===== src/rtl/core/baif_pkg.sv =====
// ============================================================================
// baif_pkg - shared definitions for the baro/inertial altitude filter
// Widths, register indexes, sequencer step codes, state type and the
// rounding and saturation helpers used by the filter datapath.
// ============================================================================
package baif_pkg;

  // Number of recent acceleration samples kept for the stillness test.
  localparam int RING_DEPTH = 8;
  localparam int RING_IDX_W = (RING_DEPTH > 1) ? $clog2(RING_DEPTH) : 1;

  // Field and datapath widths.
  localparam int DATA_W  = 32;
  localparam int DT_W    = 16;
  localparam int GAIN_W  = 24;
  localparam int THR_W   = 31;
  localparam int ERR_W   = 33;
  localparam int K_W     = 25;
  localparam int MUL_A_W = 48;
  localparam int MUL_B_W = 16;
  localparam int MUL_P_W = 64;
  localparam int SUM_W   = 48;

  localparam int IN_TDATA_W  = 144;
  localparam int OUT_TDATA_W = 64;

  // Configuration register indexes.
  localparam int CFG_IDX_W = 2;
  localparam int CFG_DATA_W = 31;
  localparam logic [CFG_IDX_W-1:0] REG_GAIN_ALT  = 2'd0;
  localparam logic [CFG_IDX_W-1:0] REG_GAIN_VEL  = 2'd1;
  localparam logic [CFG_IDX_W-1:0] REG_STILL_THR = 2'd2;

  localparam logic [GAIN_W-1:0] GAIN_ALT_RESET  = 24'd65536;
  localparam logic [GAIN_W-1:0] GAIN_VEL_RESET  = 24'd65536;
  localparam logic [THR_W-1:0]  STILL_THR_RESET = 31'd6554;

  // Sequencer steps. A multiply issued at step n is consumed at step n+1.
  // The saturated results are registered at OP_SAT, so the last step comes
  // one after it and hands them to the output register.
  localparam int ARITH_LAST = 11;
  localparam int STEP_LAST_I = (RING_DEPTH > ARITH_LAST) ? RING_DEPTH : ARITH_LAST;
  localparam int STEP_W = $clog2(STEP_LAST_I + 1);
  localparam logic [STEP_W-1:0] STEP_LAST   = STEP_W'(STEP_LAST_I);
  localparam logic [STEP_W-1:0] SCAN_END    = STEP_W'(RING_DEPTH);
  localparam logic [STEP_W-1:0] OP_GV_DT    = STEP_W'(0);
  localparam logic [STEP_W-1:0] OP_ERR_GVLO = STEP_W'(1);
  localparam logic [STEP_W-1:0] OP_ERR_GVHI = STEP_W'(2);
  localparam logic [STEP_W-1:0] OP_ERR_KLO  = STEP_W'(3);
  localparam logic [STEP_W-1:0] OP_ERR_KHI  = STEP_W'(4);
  localparam logic [STEP_W-1:0] OP_VEA_DT   = STEP_W'(5);
  localparam logic [STEP_W-1:0] OP_ACC_DT   = STEP_W'(6);
  localparam logic [STEP_W-1:0] OP_PVKE_DT  = STEP_W'(7);
  localparam logic [STEP_W-1:0] OP_AD_DT    = STEP_W'(8);
  localparam logic [STEP_W-1:0] OP_ALT_ACC  = STEP_W'(9);
  localparam logic [STEP_W-1:0] OP_SAT      = STEP_W'(10);

  typedef enum logic [1:0] {
    ST_IDLE,
    ST_RUN,
    ST_HOLD
  } baif_state_t;

  // Control from the sequencer to the acceleration ring.
  typedef struct packed {
    logic                  wr;
    logic                  clr;
    logic                  scan;
    logic [RING_IDX_W-1:0] idx;
  } ring_ctrl_t;

  localparam logic signed [SUM_W-1:0] SAT_MAX = {{(SUM_W-31){1'b0}}, {31{1'b1}}};
  localparam logic signed [SUM_W-1:0] SAT_MIN = {{(SUM_W-31){1'b1}}, {31{1'b0}}};

  // Round half up of x / 2^s.
  function automatic logic signed [SUM_W-1:0] rnd_shift(
    input logic signed [MUL_P_W-1:0] x,
    input int unsigned               s
  );
    logic signed [MUL_P_W-1:0] t;
    t = x + ($signed(MUL_P_W'(1)) <<< (s - 1));
    t = t >>> s;
    return t[SUM_W-1:0];
  endfunction

  function automatic logic [DATA_W-1:0] sat32(input logic signed [SUM_W-1:0] x);
    logic [DATA_W-1:0] r;
    if (x > SAT_MAX) begin
      r = SAT_MAX[DATA_W-1:0];
    end else if (x < SAT_MIN) begin
      r = SAT_MIN[DATA_W-1:0];
    end else begin
      r = x[DATA_W-1:0];
    end
    return r;
  endfunction

endpackage


===== src/rtl/core/baif_mul.sv =====
// ============================================================================
// baif_mul - shared signed by unsigned multiplier
// Multiplies a signed operand by an unsigned step-size operand and
// registers the product for use in the following cycle.
// ============================================================================
module baif_mul import baif_pkg::*; (
  input  logic                      clk,
  input  logic signed [MUL_A_W-1:0] a,
  input  logic        [MUL_B_W-1:0] b,
  output logic signed [MUL_P_W-1:0] p
);

  logic signed [MUL_A_W+MUL_B_W:0] full;

  assign full = a * $signed({1'b0, b});

  always_ff @(posedge clk) begin
    p <= full[MUL_P_W-1:0];
  end

endmodule


===== src/rtl/core/baif_ring.sv =====
// ============================================================================
// baif_ring - ring of recent acceleration samples with stillness scan
// Stores each new sample at the next slot and, one entry per cycle,
// checks whether any stored magnitude exceeds the stillness threshold.
// ============================================================================
module baif_ring import baif_pkg::*; (
  input  logic                     clk,
  input  logic                     rst,
  input  ring_ctrl_t               ctrl,
  input  logic signed [DATA_W-1:0] wr_data,
  input  logic        [THR_W-1:0]  threshold,
  output logic                     moving
);

  logic signed [DATA_W-1:0] ring [RING_DEPTH];
  logic [RING_IDX_W-1:0]    slot;
  logic [DATA_W-1:0]        sel;
  logic [DATA_W:0]          mag;
  logic                     over;

  assign sel  = ring[ctrl.idx];
  // True magnitude, so the most negative sample reads as 2^31.
  assign mag  = sel[DATA_W-1] ? (~{1'b1, sel} + (DATA_W+1)'(1)) : {1'b0, sel};
  assign over = mag > {2'b00, threshold};

  always_ff @(posedge clk) begin
    if (rst) begin
      for (int i = 0; i < RING_DEPTH; i++) begin
        ring[i] <= '0;
      end
      slot   <= '0;
      moving <= 1'b0;
    end else begin
      if (ctrl.wr) begin
        ring[slot] <= wr_data;
        if (slot == RING_IDX_W'(RING_DEPTH - 1)) begin
          slot <= '0;
        end else begin
          slot <= slot + RING_IDX_W'(1);
        end
      end
      if (ctrl.clr) begin
        moving <= 1'b0;
      end else if (ctrl.scan && over) begin
        moving <= 1'b1;
      end
    end
  end

endmodule


===== src/rtl/core/baro_inertial_altitude_filter_core.sv =====
// ============================================================================
// baro_inertial_altitude_filter_core - complementary altitude filter
// Blends barometric altitude with inertial prediction and applies a
// zero-velocity update when recent acceleration samples show no motion.
// ============================================================================
// Usage
//   Input words arrive on the s_ stream channel; each carries the barometric
//   altitude, the prior altitude and velocity, a vertical acceleration and
//   a time step. One result word with the new altitude and velocity leaves
//   on the m_ stream channel for every input word.
//   Gains and the stillness threshold are written through the cfg_ port
//   only while the block is idle, a rule for the user that the block does
//   not enforce; writes to an unused index are ignored. All products run
//   through one shared 48 x 16 bit multiplier under a step sequencer, at
//   most one per step, while the ring of recent accelerations is scanned
//   one entry per cycle in parallel. After the last step the result is
//   loaded into the output register once that is free; a new word is
//   taken only in the idle state after the previous one finishes, so
//   the sequencer never overlaps the steps of two successive words.
//   The finished result sits in an output register: s_tready returns while
//   it waits for the receiver. If the receiver still stalls when the next
//   result is done, the sequencer holds that result until the register is
//   free. Reset clears the ring, the slot pointer, the handshake state and
//   restores the register defaults.
// ============================================================================
module baro_inertial_altitude_filter_core import baif_pkg::*; (
  input  logic                   clk,
  input  logic                   rst,
  // Stream input.
  input  logic                   s_tvalid,
  output logic                   s_tready,
  // s_tdata fields from bit 0 up: baro_altitude[31:0], prior_altitude[31:0],
  // prior_velocity[31:0], vert_accel[31:0], time_step[15:0].
  input  logic [IN_TDATA_W-1:0]  s_tdata,
  // Stream output.
  output logic                   m_tvalid,
  input  logic                   m_tready,
  // m_tdata fields from bit 0 up: new_altitude[31:0], new_velocity[31:0].
  output logic [OUT_TDATA_W-1:0] m_tdata,
  // Configuration write port.
  input  logic                   cfg_we,
  input  logic [CFG_IDX_W-1:0]   cfg_index,
  input  logic [CFG_DATA_W-1:0]  cfg_data
);

  baif_state_t state, state_next;
  logic [STEP_W-1:0] step;

  // Configuration registers.
  logic [GAIN_W-1:0] gain_altitude;
  logic [GAIN_W-1:0] gain_velocity;
  logic [THR_W-1:0]  still_threshold;

  // Captured operands of the word in progress.
  logic signed [ERR_W-1:0]  err;
  logic signed [DATA_W-1:0] prior_altitude;
  logic signed [DATA_W-1:0] prior_velocity;
  logic signed [DATA_W-1:0] vert_accel;
  logic        [DT_W-1:0]   time_step;

  // Intermediate results between multiplies.
  logic        [K_W-1:0]     k;
  logic signed [MUL_P_W-1:0] lo;
  logic signed [SUM_W-1:0]   vea;
  logic signed [SUM_W-1:0]   pvke;
  logic signed [SUM_W-1:0]   ad;
  logic signed [SUM_W-1:0]   vel_sum;
  logic signed [SUM_W-1:0]   alt_sum;
  logic        [DATA_W-1:0]  alt_sat;
  logic        [DATA_W-1:0]  vel_sat;

  // Output register.
  logic              out_valid;
  logic [DATA_W-1:0] new_altitude;
  logic [DATA_W-1:0] new_velocity;

  logic accept;
  logic finish;
  logic load_out;

  logic signed [MUL_A_W-1:0] mul_a;
  logic        [MUL_B_W-1:0] mul_b;
  logic signed [MUL_P_W-1:0] prod;

  ring_ctrl_t ring_ctrl;
  logic       moving;

  assign accept   = s_tvalid && s_tready;
  assign m_tvalid = out_valid;
  assign m_tdata  = {new_velocity, new_altitude};

  // --------------------------------------------------------------------------
  // Sequencer state machine.
  // --------------------------------------------------------------------------
  always_ff @(posedge clk) begin
    if (rst) begin
      state <= ST_IDLE;
    end else begin
      state <= state_next;
    end
  end

  always_comb begin
    state_next = state;
    s_tready   = 1'b0;
    finish     = 1'b0;
    case (state)
      ST_IDLE: begin
        s_tready = 1'b1;
        if (s_tvalid) begin
          state_next = ST_RUN;
        end
      end
      ST_RUN: begin
        if (step == STEP_LAST) begin
          finish = 1'b1;
        end
      end
      ST_HOLD: begin
        finish = 1'b1;
      end
      default: begin
        state_next = ST_IDLE;
      end
    endcase
    // The result leaves once the output register is free or being emptied.
    load_out = finish && (!out_valid || m_tready);
    if (finish) begin
      state_next = load_out ? ST_IDLE : ST_HOLD;
    end
  end

  always_ff @(posedge clk) begin
    if (rst) begin
      step <= '0;
    end else if (state == ST_RUN && step != STEP_LAST) begin
      step <= step + STEP_W'(1);
    end else begin
      step <= '0;
    end
  end

  // --------------------------------------------------------------------------
  // Configuration registers.
  // --------------------------------------------------------------------------
  always_ff @(posedge clk) begin
    if (rst) begin
      gain_altitude   <= GAIN_ALT_RESET;
      gain_velocity   <= GAIN_VEL_RESET;
      still_threshold <= STILL_THR_RESET;
    end else if (cfg_we) begin
      case (cfg_index)
        REG_GAIN_ALT:  gain_altitude   <= cfg_data[GAIN_W-1:0];
        REG_GAIN_VEL:  gain_velocity   <= cfg_data[GAIN_W-1:0];
        REG_STILL_THR: still_threshold <= cfg_data[THR_W-1:0];
        default: begin
        end
      endcase
    end
  end

  // --------------------------------------------------------------------------
  // Shared multiplier and its operand selection. The gains are split into
  // a low 16-bit part and a high part so every product fits one pass.
  // --------------------------------------------------------------------------
  always_comb begin
    mul_a = '0;
    mul_b = '0;
    case (step)
      OP_GV_DT: begin
        mul_a = {{(MUL_A_W-GAIN_W){1'b0}}, gain_velocity};
        mul_b = time_step;
      end
      OP_ERR_GVLO: begin
        mul_a = {{(MUL_A_W-ERR_W){err[ERR_W-1]}}, err};
        mul_b = gain_velocity[MUL_B_W-1:0];
      end
      OP_ERR_GVHI: begin
        mul_a = {{(MUL_A_W-ERR_W){err[ERR_W-1]}}, err};
        mul_b = {{(2*MUL_B_W-GAIN_W){1'b0}}, gain_velocity[GAIN_W-1:MUL_B_W]};
      end
      OP_ERR_KLO: begin
        mul_a = {{(MUL_A_W-ERR_W){err[ERR_W-1]}}, err};
        mul_b = k[MUL_B_W-1:0];
      end
      OP_ERR_KHI: begin
        mul_a = {{(MUL_A_W-ERR_W){err[ERR_W-1]}}, err};
        mul_b = {{(2*MUL_B_W-K_W){1'b0}}, k[K_W-1:MUL_B_W]};
      end
      OP_VEA_DT: begin
        mul_a = vea;
        mul_b = time_step;
      end
      OP_ACC_DT: begin
        mul_a = {{(MUL_A_W-DATA_W){vert_accel[DATA_W-1]}}, vert_accel};
        mul_b = time_step;
      end
      OP_PVKE_DT: begin
        mul_a = pvke;
        mul_b = time_step;
      end
      OP_AD_DT: begin
        mul_a = ad;
        mul_b = time_step;
      end
      default: begin
        mul_a = '0;
        mul_b = '0;
      end
    endcase
  end

  baif_mul u_mul (
    .clk (clk),
    .a   (mul_a),
    .b   (mul_b),
    .p   (prod)
  );

  // --------------------------------------------------------------------------
  // Datapath: each step folds the product of the previous step into the
  // running terms.
  // --------------------------------------------------------------------------
  always_ff @(posedge clk) begin
    if (accept) begin
      err            <= {s_tdata[31], s_tdata[31:0]} - {s_tdata[63], s_tdata[63:32]};
      prior_altitude <= s_tdata[63:32];
      prior_velocity <= s_tdata[95:64];
      vert_accel     <= s_tdata[127:96];
      time_step      <= s_tdata[143:128];
    end
    if (state == ST_RUN) begin
      case (step)
        OP_ERR_GVLO: begin
          // gv*dt/2 in Q7.16, truncated.
          k <= {1'b0, gain_altitude} + {2'b00, prod[39:17]};
        end
        OP_ERR_GVHI: begin
          lo <= prod;
        end
        OP_ERR_KLO: begin
          vea <= prod[SUM_W-1:0] + rnd_shift(lo, 16)
                 + {{(SUM_W-DATA_W){vert_accel[DATA_W-1]}}, vert_accel};
        end
        OP_ERR_KHI: begin
          lo <= prod;
        end
        OP_VEA_DT: begin
          pvke <= prod[SUM_W-1:0] + rnd_shift(lo, 16)
                  + {{(SUM_W-DATA_W){prior_velocity[DATA_W-1]}}, prior_velocity};
        end
        OP_ACC_DT: begin
          vel_sum <= {{(SUM_W-DATA_W){prior_velocity[DATA_W-1]}}, prior_velocity}
                     + rnd_shift(prod, 16);
        end
        OP_PVKE_DT: begin
          ad <= prod[SUM_W-1:0];
        end
        OP_AD_DT: begin
          alt_sum <= {{(SUM_W-DATA_W){prior_altitude[DATA_W-1]}}, prior_altitude}
                     + rnd_shift(prod, 16);
        end
        OP_ALT_ACC: begin
          // accel*dt^2/2 term.
          alt_sum <= alt_sum + rnd_shift(prod, 33);
        end
        OP_SAT: begin
          alt_sat <= sat32(alt_sum);
          vel_sat <= sat32(vel_sum);
        end
        default: begin
        end
      endcase
    end
  end

  // --------------------------------------------------------------------------
  // Acceleration ring. The new sample is written at the accepting edge, so
  // it takes part in the scan that follows over steps 0 to RING_DEPTH-1.
  // --------------------------------------------------------------------------
  always_comb begin
    ring_ctrl.wr   = accept;
    ring_ctrl.clr  = accept;
    ring_ctrl.scan = (state == ST_RUN) && (step < SCAN_END);
    ring_ctrl.idx  = step[RING_IDX_W-1:0];
  end

  baif_ring u_ring (
    .clk       (clk),
    .rst       (rst),
    .ctrl      (ring_ctrl),
    .wr_data   (s_tdata[127:96]),
    .threshold (still_threshold),
    .moving    (moving)
  );

  // --------------------------------------------------------------------------
  // Output register.
  // --------------------------------------------------------------------------
  always_ff @(posedge clk) begin
    if (rst) begin
      out_valid <= 1'b0;
    end else if (load_out) begin
      out_valid <= 1'b1;
    end else if (m_tready) begin
      out_valid <= 1'b0;
    end
  end

  always_ff @(posedge clk) begin
    if (load_out) begin
      new_altitude <= alt_sat;
      new_velocity <= moving ? vel_sat : '0;
    end
  end

  // --------------------------------------------------------------------------
  // Assertions.
  // --------------------------------------------------------------------------
  a_accept_starts: assert property (@(posedge clk) disable iff (rst)
    accept |=> (state == ST_RUN) && (step == '0))
    else $error("accepted word did not start the sequencer at step zero");

  a_step_idle: assert property (@(posedge clk) disable iff (rst)
    (state != ST_RUN) |-> (step == '0))
    else $error("step counter moved outside of a run");

  a_hold_busy: assert property (@(posedge clk) disable iff (rst)
    (state == ST_HOLD) |-> out_valid)
    else $error("result held while the output register was free");

  a_load_shows: assert property (@(posedge clk) disable iff (rst)
    load_out |=> m_tvalid)
    else $error("loaded result not presented on the output");

endmodule


===== config.mk =====
export PLATFORM = sky130hd
export DESIGN_NAME = baro_inertial_altitude_filter_core
export DESIGN_NICKNAME = d
export VERILOG_FILES = /design/src/rtl/core/baif_pkg.sv /design/src/rtl/core/baif_mul.sv /design/src/rtl/core/baif_ring.sv /design/src/rtl/core/baro_inertial_altitude_filter_core.sv
export SDC_FILE = /design/constraint.sdc
export NUM_CORES = 2
export LEC_CHECK = 0
export ABC_AREA = 1
export BUFFER_PORTS_ARGS = -buffer_cell sky130_fd_sc_hd__buf_2
export CELL_PAD_IN_SITES_DETAIL_PLACEMENT = 1
export CELL_PAD_IN_SITES_GLOBAL_PLACEMENT = 2
export CORE_MARGIN = 8
export CORE_UTILIZATION = 37
export CTS_BUF_LIST = sky130_fd_sc_hd__clkbuf_2 sky130_fd_sc_hd__clkbuf_4 sky130_fd_sc_hd__clkbuf_8
export DETAILED_ROUTE_END_ITERATION = 7
export PLACE_DENSITY_LB_ADDON = 0.12
export SLEW_MARGIN = 30
export SYNTH_ARGS = -nofsm -noshare
export SYNTH_HDL_FRONTEND = slang
export SYNTH_SLANG_ARGS = --single-unit

===== constraint.sdc =====
create_clock -name clk -period 10.4 [get_ports clk]
set_clock_uncertainty 0.2 [all_clocks]
set_input_delay 1.04 -clock clk [delete_from_list [all_inputs] [get_ports clk]]
set_output_delay 1.04 -clock clk [all_outputs]
set_load 0.005 [all_outputs]

# [Word-level counts from Yosys, hierarchy flattened]
# Memories as Yosys holds them, arrays and structs flattened. A register that Yosys moved wholly into a read port is not among the register bits.
# Cells that the tools add are included.
[word_totals] mem_bits_rw=256 word_cells=124 output_inout_bits=66 mem_count=1 ff_bits=756 input_bits=182
[mem_list] memory="u_ring.ring" depth=8 width=32 rd=1 rd_ports_with_merged_regs=1 write_ports=8 line="baif_ring.sv:15" rtl="logic signed [DATA_W-1:0] ring [RING_DEPTH];"
[classes] addsub=14 n_eq_ne=19 mul=1 n_lt_le_gt_ge=6 n_mux=25 bitwise=2 reduce_logical=31
[op_table] op="$pmux 48 s6" count=1
[op_table] op="$add 48x48->48" count=5
[op_table] op="$add 64x17->64 const B" count=2
[op_table] op="$gt 48x32->1 const B" count=2
[op_table] op="$lt 48x32->1 const B" count=2
[op_table] op="$mux 32" count=3
[op_table] op="$pmux 48 s2" count=1
[op_table] op="$pmux 16 s5" count=1
[op_table] op="$add 64x34->64 const B" count=1
[op_table] op="$mul 48x17->64" count=1
[op_table] op="$add 48x31->48" count=1
[op_table] op="$add 33x1->33 const B" count=1
[op_table] op="$gt 33x31->1" count=1
[op_table] op="$mux 33" count=1
[op_table] op="$not 33->33" count=1
[op_table] op="$sub 32x32->33" count=1
[op_table] op="$reduce_or 32->1" count=1
[op_table] op="$add 24x23->25" count=1
[op_table] op="$reduce_and 2->1" count=12
[op_table] op="$eq 4x3->1 const B" count=4
[op_table] op="$eq 4x4->1 const B" count=4
[op_table] op="$mux 1" count=10
[op_table] op="$mux 3" count=3
[op_table] op="$eq 4x2->1 const B" count=2
[op_table] op="23 further kinds" count=36

# [Logic depth before layout (Yosys ltp)]
[logic_depth] depth_word=8 ltp_mapped=41 mapped_depth_nobuf=37

# [By module]
# Synthesis repeated with hierarchy kept, for this count alone.
[hier_totals] cells_unflattened=12182 area_unflattened_um2=93504.7
[modules_own_cells] mod="baro_inertial_altitude_filter_core" instances=1 area_per_inst_um2=50109.3 cells_each=6541 seq_area_each_um2=19348.6
[modules_own_cells] mod="baif_mul" instances=1 area_per_inst_um2=29933.7 cells_each=4112 seq_area_each_um2=1281.2
[modules_own_cells] mod="baif_ring" instances=1 area_per_inst_um2=13461.7 cells_each=1529 seq_area_each_um2=7767.4

# [Worst setup path after synthesis]
# OpenSTA, ideal clock, no wires.
[synth_path] kind="register to register" startpoint="register step[0]" endpoint="register u_mul.p[63]" arrival_time_ps=7241 setup_slack_ps=2838 stages_incl_launch_ff=35 setup_ps=122 path_buffers=6 cell_sequence="dfxtp_1 -> buf_6 -> inv_4 -> buf_6 -> buf_6 -> buf_2 -> ha_1 -> inv_1 -> nor2_2 -> inv_1 -> o2111ai_2 -> a221oi_1 -> o21ai_0 -> buf_2 -> buf_2 -> nand2_1 -> fa_1 -> fa_1 -> inv_1 -> fa_1 -> inv_1 -> fa_1 -> inv_1 -> fa_1 -> inv_1 -> fa_1 -> inv_1 -> ha_1 -> a21oi_1 -> o21ai_0 -> a211oi_1 -> nand2_1 -> a221oi_1 -> nand2_1 -> xor2_1"
[synth_via] elab_chain_len=4
[synth_lines] item="start: declaration" line="baro_inertial_altitude_filter_core.sv:47" rtl="logic [STEP_W-1:0] step;"
[synth_lines] item="start signal: assignment" line="baro_inertial_altitude_filter_core.sv:137" rtl="step <= step + STEP_W'(1);"
[synth_lines] item="$eq 4x4->1, or another cell as far along" line="baro_inertial_altitude_filter_core.sv:169" rtl="case (step)"
[synth_lines] item="$reduce_or 5->1 (no source line) / $reduce_or 4->1 (equally long branches)"
[synth_lines] item="$pmux 16 s5 / $pmux 48 s6 (equally long branches)" line="baro_inertial_altitude_filter_core.sv:169"
[synth_lines] item="$mul 48x17->64 *" line="baif_mul.sv:15" rtl="assign full = a * $signed({1'b0, b});"
[synth_lines] item="net u_mul.full[63]" line="baif_mul.sv:13" rtl="logic signed [MUL_A_W+MUL_B_W:0] full;"
[synth_lines] item="end signal: assignment" line="baif_mul.sv:18" rtl="p <= full[MUL_P_W-1:0];"
[synth_lines] item="end: declaration" line="baif_mul.sv:10" rtl="output logic signed [MUL_P_W-1:0] p"
# The timed path passes the listed nets; every way through them passes the cells marked *.
# A chain may end at the register's enable or synchronous reset.

# [Worst setup path in the final report]
[layout_path] startpoint="register step[2]" endpoint="register u_mul.p[45]"
# The elaborated chain is that of the path after synthesis.

==> impl_metrics.yaml <==
outcome:
  outcome: "completed"
logic_synthesis:
  synth_ff_type: "edfxtp_1"
  ys_warn_count: 0
  synthesis.area_um2: 88920
  async_flop_share_pct: 0
  synth_top_family_by_area: "adder cells"
  ys_ff_latch: 997
  synth_edf_count: 843
  synth_compound_area_share_pct: 11.79
  synth.avg_cell_area_um2: 8.183
  seq_area_frac_synth_pct: 31.94
  synth.net_count: 12290
  synthMuxAreaShare_pct: 0.02251
  synth-adder-area-share_pct: 23.53
  synth-simple-area-share_pct: 17.39
  ys_types: 65
  netlist_instances: 10870
  synth_xor_xnor_area_share_pct: 4.394
global_routing:
  grt_usage_pct: 31.31
  antenna_found_initial: 22
  grt_overflow: 0
  grt_pass1_vias: 81810
  grt_first_pass_wirelength_um: 587300
  grt_max_degree: 134
clock_network:
  htreeDepth: 4
  clock_sinks: 997
  cts_tree: "done"
  clk_latency_ns: 1.05
  clk_root_buffer_cell: "clkbuf_8"
  cts_made_buffers: 191
  clk_path_buf_depth: 3
  cts_resized: 0
  clk_pin_slew_ns: 0.06
power:
  finalPower_mw: 29.24
  power.net_switching_mw: 15.93
  cellPowerDensity_nw_per_um2: 293.8
  p_leak_nw: 47.33
  comb_power_share_pct: 64.7
  p_clk_share_pct: 15.6
  p_sw_share_pct: 54.47
  seq_power_share_pct: 19.6
  peakVddDrop_mv: 0.2479
  p_int_mw: 13.31
timing:
  worstMarginPinSlew_ns: 1.112
  fin_tns_setup_ns: 0
  hold_viol_final: 0
  relSlewSlack_pct: 25.19
  finalCritPeriodShare_pct: 94.98
  fin_ws_ns: 0.5223
  rsz0062_at_grt: "no"
  finalSetupViolations: 0
  hold_slack_ns: 0.09915
  slew_violations: 0
  max_freq_mhz: 101.2
  period_needed_ns: 9.878
drt:
  drt-initial-drc-count: 6596
  ant_nets: 0
  totalWireLength_um: 410300
  num_vias: 78760
  vias_per_cell: 5.389
  wire_per_inst_um: 28.08
  drc: 0
  first_pass_iters: 6
floorplan:
  fp.dieH_um: 506.2
  io_pins: 248
  fp-row-count: 180
  die_x_um: 506.2
  fp.dieArea_um2: 256300
  start_util_pct: 37.07
  fp.coreArea_um2: 239900
finish:
  fillers: 28750
  multiInputGateArea_um2: 51110
  finalCoreUtilization_pct: 41.49
  syn2layout_area_growth_pct: 11.92
  nNetsFinal: 12670
  drive_gt1_share_pct: 7.379
  layout.cells.non_filler: 14610
  ff_latch_area_um2: 28410
  design_area_um2: 99520
job:
  maxCapViolations: 0
worst_hold_path:
  min_path_type: "in -> reg"
place:
  post-place-ws_ns: 0.6494
  place_congestion: 0.9864
  dp.cells: 14170
  numPortBuffers: 247
  place_hpwl_um: 334600
  placed_area_um2: 94280
critical_path:
  cp_slowest_cell: "a221oi_1"
  worst_ep_arrival_time_ns: 10.45
  slowest_delay_ns: 0.82
  start_kind: "register"
  worst-path-max-fanout: 37
  rrSetupSlack_ns: 0.52
  crit_required_ns: 10.97
  crit_type: "reg -> reg"
  worst_path_most_repeated_cell: "inv_1"
  critPathCaptureType: "register"
-- flip-flops by register name (all words and copies together) (netlist names), 33 cells and up --
register,cells
alt_sum,48
ad,48
lo,49
u_ring.ring,256
u_mul.p,64
vel_sum,48
vea,48
pvke,48
err,33
-- path summary, 6_finish.rpt --
kind	startpoint	endpoint	cells after the start
max	step[2]$_SDFF_PP0_	u_mul.p[45]$_DFF_P_	28
min	s_tdata[109]	vert_accel[13]$_DFFE_PP_	1
max reg2reg	step[2]$_SDFF_PP0_	u_mul.p[45]$_DFF_P_	28
min reg2reg	alt_sat[4]$_SDFFCE_PN1P_	new_altitude[4]$_DFFE_PP_	0
-- repair_timing --
item,4_1_cts,5_1_grt
buffers inserted,0,0
hold endpoints to repair,74,0
hold buffers,73,0
-- layout by cell type, fill, tap and decap left out, drive strengths merged, types with 263 or more instances in the layout --
| cell type | n |
|---|---|
| clkbuf | 263 |
| edfxtp | 843 |
| a21oi | 623 |
| inv | 2206 |
| buf | 402 |
| xor2 | 290 |
| fa | 716 |
| ha | 527 |
| nand2 | 2107 |
| o21ai | 742 |
| nor2 | 1207 |
-- cells in the mapped netlist, types with 7 or more instances --
master,instances,area [µm²]
inv_1,2194,8235
nand2_1,2104,7898
nor2_1,1196,4489
edfxtp_1,843,25310
fa_1,716,14330
o21ai_0,654,3273
a21oi_1,623,3118
ha_1,527,6594
xor2_1,290,2540
nand3_1,242,1211
dfxtp_1,154,3083
xnor2_1,151,1323
buf_2,139,695.7
clkbuf_1,113,424.2
nor3_1,107,535.5
a31oi_1,101,631.9
nand4_1,87,544.3
o21ai_1,74,370.4
a21o_1,60,450.4
nor4_1,50,312.8
a221oi_1,48,420.4
o21a_1,44,330.3
o211ai_1,40,300.3
o21bai_1,39,292.8
a22o_1,33,289.0
a22oi_1,28,210.2
a21boi_0,24,180.2
buf_6,19,214.0
o22ai_1,18,112.6
o21ai_2,13,113.9
buf_4,12,90.09
a211oi_1,10,75.07
and3_1,10,62.56
nand3b_1,9,67.56
nand3_2,8,80.08
nor2_2,8,50.05
o221ai_1,8,70.07
o31ai_1,8,60.06
inv_2,7,26.28
o2111ai_1,7,61.31
-- critical path, delay by kind of cell (launching register included) --
kind	cells	cell delay [ns]
fa+ha+maj	7	3.54
simple gates	9	2.45
buf+inv	10	1.78
compound gates	1	0.82
xor+xnor	1	0.48
flops	1	0.33
-- layout make-up --
class                   instances  area share [%]
repair buffers                475           3.257
clock buffers                 263           3.285
well taps                    3185           4.004
inverters                    2205           8.326
diodes                         17         0.04274
multi-input cells            7378           51.35
clock inverters                93           1.184
flip-flops and latches        997           28.55
-- cell families after synthesis --
kind of cell | Yosys count
xor gates and xnor gates | 443
DFF | 997
adders and majority gates | 1243
buffers and inverters | 2492
muxes | 2
AOI/OAI and AO/OA | 1844
and+or+nand+nor | 3846
-- power by group through the flow --
stage | clock (mW) | combinational, mW | sequential, mW
final | 4.57 | 18.9 | 5.74
after global routing | 4.82 | 20.6 | 5.72
after CTS | 4.67 | 18.8 | 5.71
after detailed placement | 0 | 18.5 | 5.78
after global placement | 0 | 18.5 | 5.79
after floorplan | 0 | 11.3 | 5.44
-- metal layers --
| metal | up-vias | track usage [%] | routed length [µm] |
|---|---|---|---|
| li1 | 35510 | - | - |
| met1 | 40180 | 43.84 | 186500 |
| met2 | 2503 | 48.87 | 181000 |
| met3 | 556 | 5.483 | 26340 |
| met4 | 8 | 10.97 | 16440 |
| met5 | - | 0 | 48 |
Note: power is estimated with default switching activity, not from simulation.
